File: src/rtl/ets_pkg.sv
package ets_pkg;

  // engine phase codes
  typedef enum logic [2:0] {
    PH_RUNNING    = 3'd0,
    PH_BOOST1     = 3'd1,
    PH_BOOST2     = 3'd2,
    PH_BOOST3     = 3'd3,
    PH_BOOST4     = 3'd4,
    PH_BRAKE_HOLD = 3'd5,
    PH_BRAKE_LOW  = 3'd6
  } phase_t;

  // opcodes
  localparam logic [1:0] OP_UPDATE = 2'd0;
  localparam logic [1:0] OP_BOOST  = 2'd1;
  localparam logic [1:0] OP_BRAKE  = 2'd2;

  // register byte addresses
  localparam logic [2:0] ADDR_LOW_THROTTLE  = 3'd0;
  localparam logic [2:0] ADDR_LINK_ATTACHED = 3'd4;

  localparam logic [10:0] THR_LOWEST  = 11'd980;
  localparam logic [10:0] THR_HIGHEST = 11'd2000;
  localparam logic [10:0] THR_RESET   = 11'd1150;
  localparam logic [15:0] LOW_RESET   = 16'd1150;
  localparam logic [15:0] LOW_MIN     = 16'd1000;
  localparam logic [15:0] LOW_MAX     = 16'd1200;

  typedef struct packed {
    phase_t      phase;
    logic [15:0] phase_elapsed;
    logic [15:0] link_elapsed;
    logic        message_seen;
    logic        connected;
    logic [10:0] throttle;
  } eng_state_t;

  typedef struct packed {
    logic [10:0] throttle;
    logic        link_up;
    logic        link_changed;
    logic [2:0]  engine_state;
    logic        override_allowed;
    logic        message_ack;
  } eng_result_t;

endpackage

File: src/rtl/ets_step.sv
module ets_step import ets_pkg::*; #(
  parameter int STAGE_MS        = 1000,
  parameter int BRAKE_HOLD_MS   = 5000,
  parameter int LINK_TIMEOUT_MS = 5000
) (
  input  eng_state_t  cur,
  input  logic [1:0]  opcode,
  input  logic [9:0]  elapsed_ms,
  input  logic        message_arrived,
  input  logic [15:0] low_throttle,
  input  logic        link_attached,
  output eng_state_t  nxt,
  output logic [15:0] low_nxt,
  output eng_result_t res
);

  localparam logic [15:0] StageLim = 16'(STAGE_MS);
  localparam logic [15:0] HoldLim  = 16'(BRAKE_HOLD_MS);
  localparam logic [15:0] LinkLim  = 16'(LINK_TIMEOUT_MS);

  logic [16:0] ph_sum, lk_sum;
  logic [15:0] ph_el, lk_el;
  logic [15:0] low_c;
  logic        conn, ack, changed;

  // saturating time advance
  assign ph_sum = {1'b0, cur.phase_elapsed} + {7'd0, elapsed_ms};
  assign lk_sum = {1'b0, cur.link_elapsed} + {7'd0, elapsed_ms};
  assign ph_el  = ph_sum[16] ? 16'hFFFF : ph_sum[15:0];
  assign lk_el  = lk_sum[16] ? 16'hFFFF : lk_sum[15:0];

  assign low_c = (low_throttle < LOW_MIN) ? LOW_MIN :
                 (low_throttle > LOW_MAX) ? LOW_MAX : low_throttle;

  always_comb begin
    nxt = cur;
    nxt.phase_elapsed = ph_el;
    nxt.link_elapsed  = lk_el;
    low_nxt = low_throttle;
    conn    = 1'b0;
    ack     = 1'b0;
    changed = 1'b0;
    case (opcode)
      OP_UPDATE: begin
        low_nxt = low_c;
        if (link_attached) begin
          if (message_arrived) begin
            nxt.link_elapsed = '0;
            nxt.message_seen = 1'b1;
            ack = 1'b1;
          end
          conn = nxt.message_seen && (nxt.link_elapsed <= LinkLim);
        end
        changed = conn != cur.connected;
        nxt.connected = conn;
        case (cur.phase)
          PH_BOOST1: begin
            nxt.throttle = THR_LOWEST;
            if (ph_el > StageLim) begin
              nxt.phase = PH_BOOST2;
              nxt.phase_elapsed = '0;
            end
          end
          PH_BOOST2: begin
            nxt.throttle = low_c[10:0];
            if (ph_el > StageLim) begin
              nxt.phase = PH_BOOST3;
              nxt.phase_elapsed = '0;
            end
          end
          PH_BOOST3: begin
            nxt.throttle = THR_HIGHEST;
            if (ph_el > StageLim) begin
              nxt.phase = PH_BOOST4;
              nxt.phase_elapsed = '0;
            end
          end
          PH_BOOST4: begin
            nxt.throttle = low_c[10:0];
            if (ph_el > StageLim) begin
              nxt.phase = PH_RUNNING;
              nxt.phase_elapsed = '0;
            end
          end
          PH_BRAKE_HOLD: begin
            nxt.throttle = low_c[10:0];
            if (ph_el > HoldLim) begin
              nxt.phase = PH_BRAKE_LOW;
              nxt.phase_elapsed = '0;
            end
          end
          PH_BRAKE_LOW: nxt.throttle = THR_LOWEST;
          default:      nxt.throttle = low_c[10:0];
        endcase
      end
      OP_BOOST: begin
        if (!(cur.connected && cur.phase == PH_RUNNING)) begin
          nxt.phase = PH_BOOST1;
          nxt.phase_elapsed = '0;
        end
      end
      OP_BRAKE: begin
        if (!(cur.connected &&
              (cur.phase == PH_BRAKE_HOLD || cur.phase == PH_BRAKE_LOW))) begin
          nxt.phase = PH_BRAKE_HOLD;
          nxt.phase_elapsed = '0;
        end
      end
      default: ; // time advance only
    endcase
  end

  assign res.throttle         = nxt.throttle;
  assign res.link_up          = nxt.connected;
  assign res.link_changed     = changed;
  assign res.engine_state     = nxt.phase;
  assign res.override_allowed = nxt.phase == PH_RUNNING;
  assign res.message_ack      = ack;

endmodule

File: src/rtl/engine_throttle_sequencer.sv
// Channel | Direction | Handshake              | Word
// in      | input     | in_valid / in_ready    | opcode, elapsed_ms, message_arrived
// out     | output    | out_valid / out_ready  | throttle, link status, state, ack
// cfg     | APB slave | psel/penable, pready=1 | low_throttle @0, link_attached @4
//
// One word per cycle while out is not stalled; a word passes the input register,
// then the phase/watchdog update lands in the result register and the engine state.
// The state update for a word is one pass of ets_step, applied when the word
// moves from the input register into the result register.
// rst_n is synchronous active low; it restores the brake-lowest phase, clears
// the timers and link flags and sets both registers to their reset values.
// A stall on out holds the result; in keeps accepting until the input
// register is also occupied.
module engine_throttle_sequencer import ets_pkg::*; #(
  parameter int STAGE_MS        = 1000,
  parameter int BRAKE_HOLD_MS   = 5000,
  parameter int LINK_TIMEOUT_MS = 5000
) (
  input  logic        clk,
  input  logic        rst_n,
  // input channel
  input  logic        in_valid,
  output logic        in_ready,
  input  logic [1:0]  in_opcode,
  input  logic [9:0]  in_elapsed_ms,
  input  logic        in_message_arrived,
  // result channel
  output logic        out_valid,
  input  logic        out_ready,
  output logic [10:0] out_throttle,
  output logic        out_link_up,
  output logic        out_link_changed,
  output logic [2:0]  out_engine_state,
  output logic        out_override_allowed,
  output logic        out_message_ack,
  // configuration
  input  logic        psel,
  input  logic        penable,
  input  logic        pwrite,
  input  logic [2:0]  paddr,
  input  logic [31:0] pwdata,
  output logic [31:0] prdata,
  output logic        pready
);

  // input register
  logic        s1_valid_r;
  logic [1:0]  s1_opcode_r;
  logic [9:0]  s1_elapsed_r;
  logic        s1_msg_r;

  // result register
  logic        out_valid_r;
  eng_result_t out_res_r;

  // engine state and registers
  eng_state_t  st_r, st_nxt;
  logic [15:0] low_throttle_r, low_nxt;
  logic        link_attached_r;
  eng_result_t res_nxt;

  logic s1_adv, cfg_wr;

  assign pready = 1'b1;
  assign cfg_wr = psel && penable && pwrite;

  // result register free or draining this cycle
  assign s1_adv   = s1_valid_r && (!out_valid_r || out_ready);
  assign in_ready = !s1_valid_r || s1_adv;

  ets_step #(
    .STAGE_MS        (STAGE_MS),
    .BRAKE_HOLD_MS   (BRAKE_HOLD_MS),
    .LINK_TIMEOUT_MS (LINK_TIMEOUT_MS)
  ) u_step (
    .cur             (st_r),
    .opcode          (s1_opcode_r),
    .elapsed_ms      (s1_elapsed_r),
    .message_arrived (s1_msg_r),
    .low_throttle    (low_throttle_r),
    .link_attached   (link_attached_r),
    .nxt             (st_nxt),
    .low_nxt         (low_nxt),
    .res             (res_nxt)
  );

  always_ff @(posedge clk) begin
    if (!rst_n) begin
      s1_valid_r <= 1'b0;
    end else if (in_ready) begin
      s1_valid_r <= in_valid;
    end
    if (in_valid && in_ready) begin
      s1_opcode_r  <= in_opcode;
      s1_elapsed_r <= in_elapsed_ms;
      s1_msg_r     <= in_message_arrived;
    end
  end

  always_ff @(posedge clk) begin
    if (!rst_n) begin
      out_valid_r <= 1'b0;
    end else if (s1_adv) begin
      out_valid_r <= 1'b1;
    end else if (out_ready) begin
      out_valid_r <= 1'b0;
    end
    if (s1_adv) begin
      out_res_r <= res_nxt;
    end
  end

  // engine state; an update also stores the clamped low setting back
  always_ff @(posedge clk) begin
    if (!rst_n) begin
      st_r.phase         <= PH_BRAKE_LOW;
      st_r.phase_elapsed <= '0;
      st_r.link_elapsed  <= '0;
      st_r.message_seen  <= 1'b0;
      st_r.connected     <= 1'b0;
      st_r.throttle      <= THR_RESET;
      low_throttle_r     <= LOW_RESET;
      link_attached_r    <= 1'b0;
    end else begin
      if (s1_adv) begin
        st_r           <= st_nxt;
        low_throttle_r <= low_nxt;
      end
      if (cfg_wr) begin
        unique case (paddr[2])
          ADDR_LOW_THROTTLE[2]:  low_throttle_r  <= pwdata[15:0];
          ADDR_LINK_ATTACHED[2]: link_attached_r <= pwdata[0];
          default: ;
        endcase
      end
    end
  end

  always_comb begin
    unique case (paddr[2])
      ADDR_LINK_ATTACHED[2]: prdata = {31'd0, link_attached_r};
      default:               prdata = {16'd0, low_throttle_r};
    endcase
  end

  assign out_valid            = out_valid_r;
  assign out_throttle         = out_res_r.throttle;
  assign out_link_up          = out_res_r.link_up;
  assign out_link_changed     = out_res_r.link_changed;
  assign out_engine_state     = out_res_r.engine_state;
  assign out_override_allowed = out_res_r.override_allowed;
  assign out_message_ack      = out_res_r.message_ack;

`ifndef SYNTHESIS
  // a consumed message always leaves the link connected
  a_ack_conn: assert property (@(posedge clk) disable iff (!rst_n)
    out_valid_r && out_res_r.message_ack |-> out_res_r.link_up)
    else $error("message ack without link up");

  // throttle stays inside its pulse range
  a_thr_range: assert property (@(posedge clk) disable iff (!rst_n)
    out_valid_r |-> (out_res_r.throttle >= THR_LOWEST &&
                     out_res_r.throttle <= THR_HIGHEST))
    else $error("throttle out of range");

  // phase only moves when a word passes into the result register
  a_phase_hold: assert property (@(posedge clk) disable iff (!rst_n)
    !s1_adv |=> $stable(st_r.phase))
    else $error("phase changed without a word");

  // reported link status tracks the stored connected flag
  a_link_track: assert property (@(posedge clk) disable iff (!rst_n)
    s1_adv |=> out_res_r.link_up == st_r.connected)
    else $error("link status mismatch");
`endif

endmodule
File: config.mk
export PLATFORM = sky130hd
export DESIGN_NAME = engine_throttle_sequencer
export DESIGN_NICKNAME = d
export VERILOG_FILES = /design/src/rtl/ets_pkg.sv /design/src/rtl/ets_step.sv /design/src/rtl/engine_throttle_sequencer.sv
export SDC_FILE = /design/constraint.sdc
export NUM_CORES = 1
export LEC_CHECK = 0
export ABC_AREA = 0
export BUFFER_PORTS_ARGS = -buffer_cell sky130_fd_sc_hd__buf_2
export CORE_ASPECT_RATIO = 2
export CORE_MARGIN = 2
export CORE_UTILIZATION = 55
export CTS_CLUSTER_DIAMETER = 60
export DETAILED_ROUTE_END_ITERATION = 10
export GPL_TIMING_DRIVEN = 0
export MAX_ROUTING_LAYER = met4
export PLACE_DENSITY = 0.79
export REMOVE_ABC_BUFFERS = 1
export SLEW_MARGIN = 25
export SYNTH_ARGS = -nofsm -noshare
export SYNTH_HDL_FRONTEND = slang
export SYNTH_SLANG_ARGS = --single-unit
File: constraint.sdc
create_clock -name clk -period 5.6 [get_ports clk]
set_clock_uncertainty 0.05 [all_clocks]
set_input_delay 0.56 -clock clk [delete_from_list [all_inputs] [get_ports clk]]
set_output_delay 0.56 -clock clk [all_outputs]
set_load 0.02 [all_outputs]
==> impl_summary.md <==
Status
The flow ran to the end, and the final reports show no timing, DRC or antenna violations.

Clock tree
The clock net in this run drives a total of 98 sinks. Clock tree synthesis selected as its root buffer the cell sky130_fd_sc_hd__clkbuf_16. The clock input transition at the sequential cells of the worst setup and hold paths is 70 ps. The number of buffers created by CTS is 9. The CTS tree is yes.

The number of H-tree branching levels is 3. The number of resized instances in the post-cts repair step is 0. The clock latency on the worst-skew pair is 340 ps. Buffers inserted to repair hold after CTS numbered 0.

The number of setup buffers added after CTS is 0. The maximum clock path buffer count is 2.

Worst setup path
The kind of critical path is reg -> reg. Data arrives at the worst endpoint at 4380 ps. The category of the worst setup path capture point is a register. In this run the worst path has a maximum fanout of 11.

STA classifies the critical path startpoint as a register. STA puts the critical path data required time at 5810 ps.

Power and ir drop
The sequential cell fraction of total power is 0.466. Of the total power, combinational logic draws 0.179. Of the total power, the share spent switching nets is 0.300.

The static power due to leakage is 2.67 nW. The analysis attributes to net switching a power of 509 µW. For this design the ratio of total power to cell area is 259 mW/mm². The peak supply drop is 202 µV. The share of total power dissipated in the clock network is 0.355. The internal power is 1.19 mW.

Run
The max-cap check violation count is 0.

Detailed routing
In the final routed layout, each cell accounts on average for 17.0 µm. The number of iterations in the first detailed-routing pass is 5. The via density per instance is 5.99. The total via count after detailed routing is 5234. The count of nets left with antenna violations once routing finished came out at 0. After the first detailed-routing iteration, the DRC count stood at 293. The DRC violation count after routing is 0.

The final layout contains routed wiring with a total length of 14.8 mm.

Layout
Measured on the finished design, the core utilization comes to 0.626. The final-stage net count is 809. The post-route cell area is 0.00656 mm². The repair_antennas step left the layout with diodes totalling 0. Compared with the post-synthesis result, the final layout area differs by 10.8%. Excluding fillers, the count of instances in the completed layout stands at 874. The layout cell share with drive strength beyond 1 is 0.186.

STA
The worst slew slack as a fraction of its limit is 0.345. The sum of negative setup slack is 0 ps. For this run, the top clock speed supported by timing is 0.239 GHz.

The total setup violations reported at the end of the flow is 0. At the pin with the least slew margin, the transition time is 978 ps. Setup repair after global routing left no endpoint under its margin.

The number of hold violations in the final report came to 0. The max-slew violation total from the final report is 0. In the finished design, the share of the clock period the worst path needs comes to 0.746. The worst path in the final design needs a cycle of 4180 ps, including I/O delays and setup.

Synthesis
Of the synthesized area, sequential elements account for 0.384. The per-instance average area after synthesis is 8.67 µm². Of the post-synthesis cell area, the dominant cell type holds 0.226. The cell count after synthesis came out at 683. Among all flip-flop cells after synthesis, the most frequent one is sky130_fd_sc_hd__dfxtp_1. The dominant cell type by area after synthesis is sky130_fd_sc_hd__dfxtp_1. The register bit total from synthesis is 98. The share of synthesized registers carrying an async set or reset is 0. Summing every instance area after synthesis gives 0.00592 mm².

The synthesized design contains 31 enable-type register cells. In the post-synthesis netlist, the biggest area contributors are sky130_fd_sc_hd__dfxtp_1 (23%), sky130_fd_sc_hd__edfxtp_1 (16%), sky130_fd_sc_hd__nand2_1 (4.8%). The post-synthesis cell type count is 83. The total of warnings raised by yosys is 0.

Floorplanning
In this run the vertical extent of the chip is 151 µm. The effective utilization at floorplan is 0.565. The standard-cell row count is 53.

The floorplan step set the die width to 77.4 µm. The full die area is 0.0117 mm². Pin placement for this block handled 108 I/O pins. The standard cell core area is 0.0105 mm².

Global route
The first global-routing pass estimated 24.2 mm of wire. The final global-route overflow total is 0. The number of antenna violations at the first check in global routing is 0. The global-route usage over all layers is 0.266. Entering global routing, the biggest net connects 55 pins. The via count of the first global-routing pass is 5268.

Placed design
Once detailed placement completed, the half-perimeter wirelength came to 11.1 mm. The number of cells in the design after placement is 858. The final weighted congestion of routability-driven global placement is 0.943. The cell area after placement is 0.00627 mm². The count of buffers from port buffering is 72.

Min path
The class of the tightest hold or removal check is in -> reg.
[placed cells by master, fill, tap and decap left out, types with 9 or more instances in the layout]
| cell | instances |
|---|---|
| sky130_fd_sc_hd__o21ai_2 | 10 |
| sky130_fd_sc_hd__inv_1 | 12 |
| sky130_fd_sc_hd__o211ai_1 | 11 |
| sky130_fd_sc_hd__nand2_1 | 75 |
| sky130_fd_sc_hd__o21a_1 | 12 |
| sky130_fd_sc_hd__a21oi_1 | 38 |
| sky130_fd_sc_hd__dfxtp_1 | 67 |
| sky130_fd_sc_hd__buf_2 | 72 |
| sky130_fd_sc_hd__ha_1 | 20 |
| sky130_fd_sc_hd__edfxtp_1 | 31 |
| sky130_fd_sc_hd__nand3_1 | 24 |
| sky130_fd_sc_hd__a211oi_1 | 10 |
| sky130_fd_sc_hd__o21ai_1 | 9 |
| sky130_fd_sc_hd__nor2_1 | 69 |
| sky130_fd_sc_hd__conb_1 | 17 |
| sky130_fd_sc_hd__nor2b_1 | 37 |
| sky130_fd_sc_hd__nor3_1 | 9 |
| sky130_fd_sc_hd__o21ai_0 | 41 |
| sky130_fd_sc_hd__clkbuf_16 | 9 |
[worst max-delay path, cell delays in order (launching register included)]
cell	delay, ps
sky130_fd_sc_hd__edfxtp_1	430
sky130_fd_sc_hd__ha_1	260
sky130_fd_sc_hd__fa_1	420
sky130_fd_sc_hd__a211oi_2	430
sky130_fd_sc_hd__o21ai_0	240
sky130_fd_sc_hd__a211oi_2	250
sky130_fd_sc_hd__o32a_1	230
sky130_fd_sc_hd__a211oi_2	130
sky130_fd_sc_hd__nor4_4	420
sky130_fd_sc_hd__nor2_1	110
sky130_fd_sc_hd__a211oi_2	270
sky130_fd_sc_hd__nand3_1	520
sky130_fd_sc_hd__o21ai_0	330
[synth_stat cells, types with 13 or more instances]
cell	instances
sky130_fd_sc_hd__a21oi_1	38
sky130_fd_sc_hd__buf_4	18
sky130_fd_sc_hd__clkbuf_1	26
sky130_fd_sc_hd__dfxtp_1	67
sky130_fd_sc_hd__edfxtp_1	31
sky130_fd_sc_hd__ha_1	20
sky130_fd_sc_hd__inv_1	13
sky130_fd_sc_hd__nand2_1	75
sky130_fd_sc_hd__nand3_1	24
sky130_fd_sc_hd__nor2_1	69
sky130_fd_sc_hd__nor2b_1	37
sky130_fd_sc_hd__o21ai_0	41
[cell type report]
cell class,count,area (µm²)
fill,941,3920
multi-input combinational,536,3390
sequential,98,2270
timing repair buffer,73,388
clock buffer,9,225
tap,137,171
clock inverter,7,60.1
inverter,14,52.6
[worst paths after layout]
check	startpoint	end	slack (ps)	cells after the start
hold / removal	in_elapsed_ms[8]	s1_elapsed_r[8]	340	1
setup / recovery	s1_elapsed_r[0]	st_r[29]	1420	12
setup reg to reg	s1_elapsed_r[0]	st_r[29]	1420	12
hold reg to reg	st_r[35]	st_r[35]	410	2
[per-stage QoR]
stage / power [mW] / hold WS [ps] / worst slack [ps]
floorplan: 1.02 / 379 / 2140
global placement: 1.10 / 391 / 1140
detailed placement: 1.11 / 401 / 1420
CTS: 1.70 / 335 / 1390
global route: 1.77 / 335 / 1140
finish: 1.70 / 338 / 1420
[sequential cells by signal, summed over array words and instances (netlist names)]
signal and count:
out_throttle 11, out_link_up 1, s1_elapsed_r 10, out_engine_state 3, out_override_allowed 1, out_valid 1, link_attached_r 1, s1_opcode_r 2
low_throttle_r 16, out_link_changed 1, s1_msg_r 1, out_message_ack 1, st_r 48, s1_valid_r 1
[kinds of logic (layout without fill, tap and decap cells)]
group                    after synthesis  in the layout  share of synthesized area
AND/OR/NAND/NOR                      262            262                      0.217
buffers and inverters                 64            103                     0.0539
AO/OA/AOI/OAI                        212            212                      0.259
XOR/XNOR                              15             15                     0.0222
flip-flops                            98             98                      0.384
other                                  2             17                    0.00127
multiplexers                           8              8                     0.0137
adder cells (fa/ha/maj)               22             22                     0.0490
[power by group through the flow]
stage,clock (mW),combinational [mW],sequential (mW)
after floorplan,0,0.210,0.807
after global placement,0,0.291,0.806
after detailed placement,0,0.300,0.807
after CTS,0.609,0.303,0.791
after global routing,0.634,0.335,0.795
final,0.603,0.304,0.792
[routing by layer]
layer / share of wire / up-vias / global-route usage
met2: 0.55 / 187 / 0.493
met3: 0.039 / 51 / 0.0312
li1: - / 2531 / -
met5: 0 / - / -
met4: 0.043 / 0 / 0.151
met1: 0.37 / 2465 / 0.265
Power figures use the tool's default switching activity.
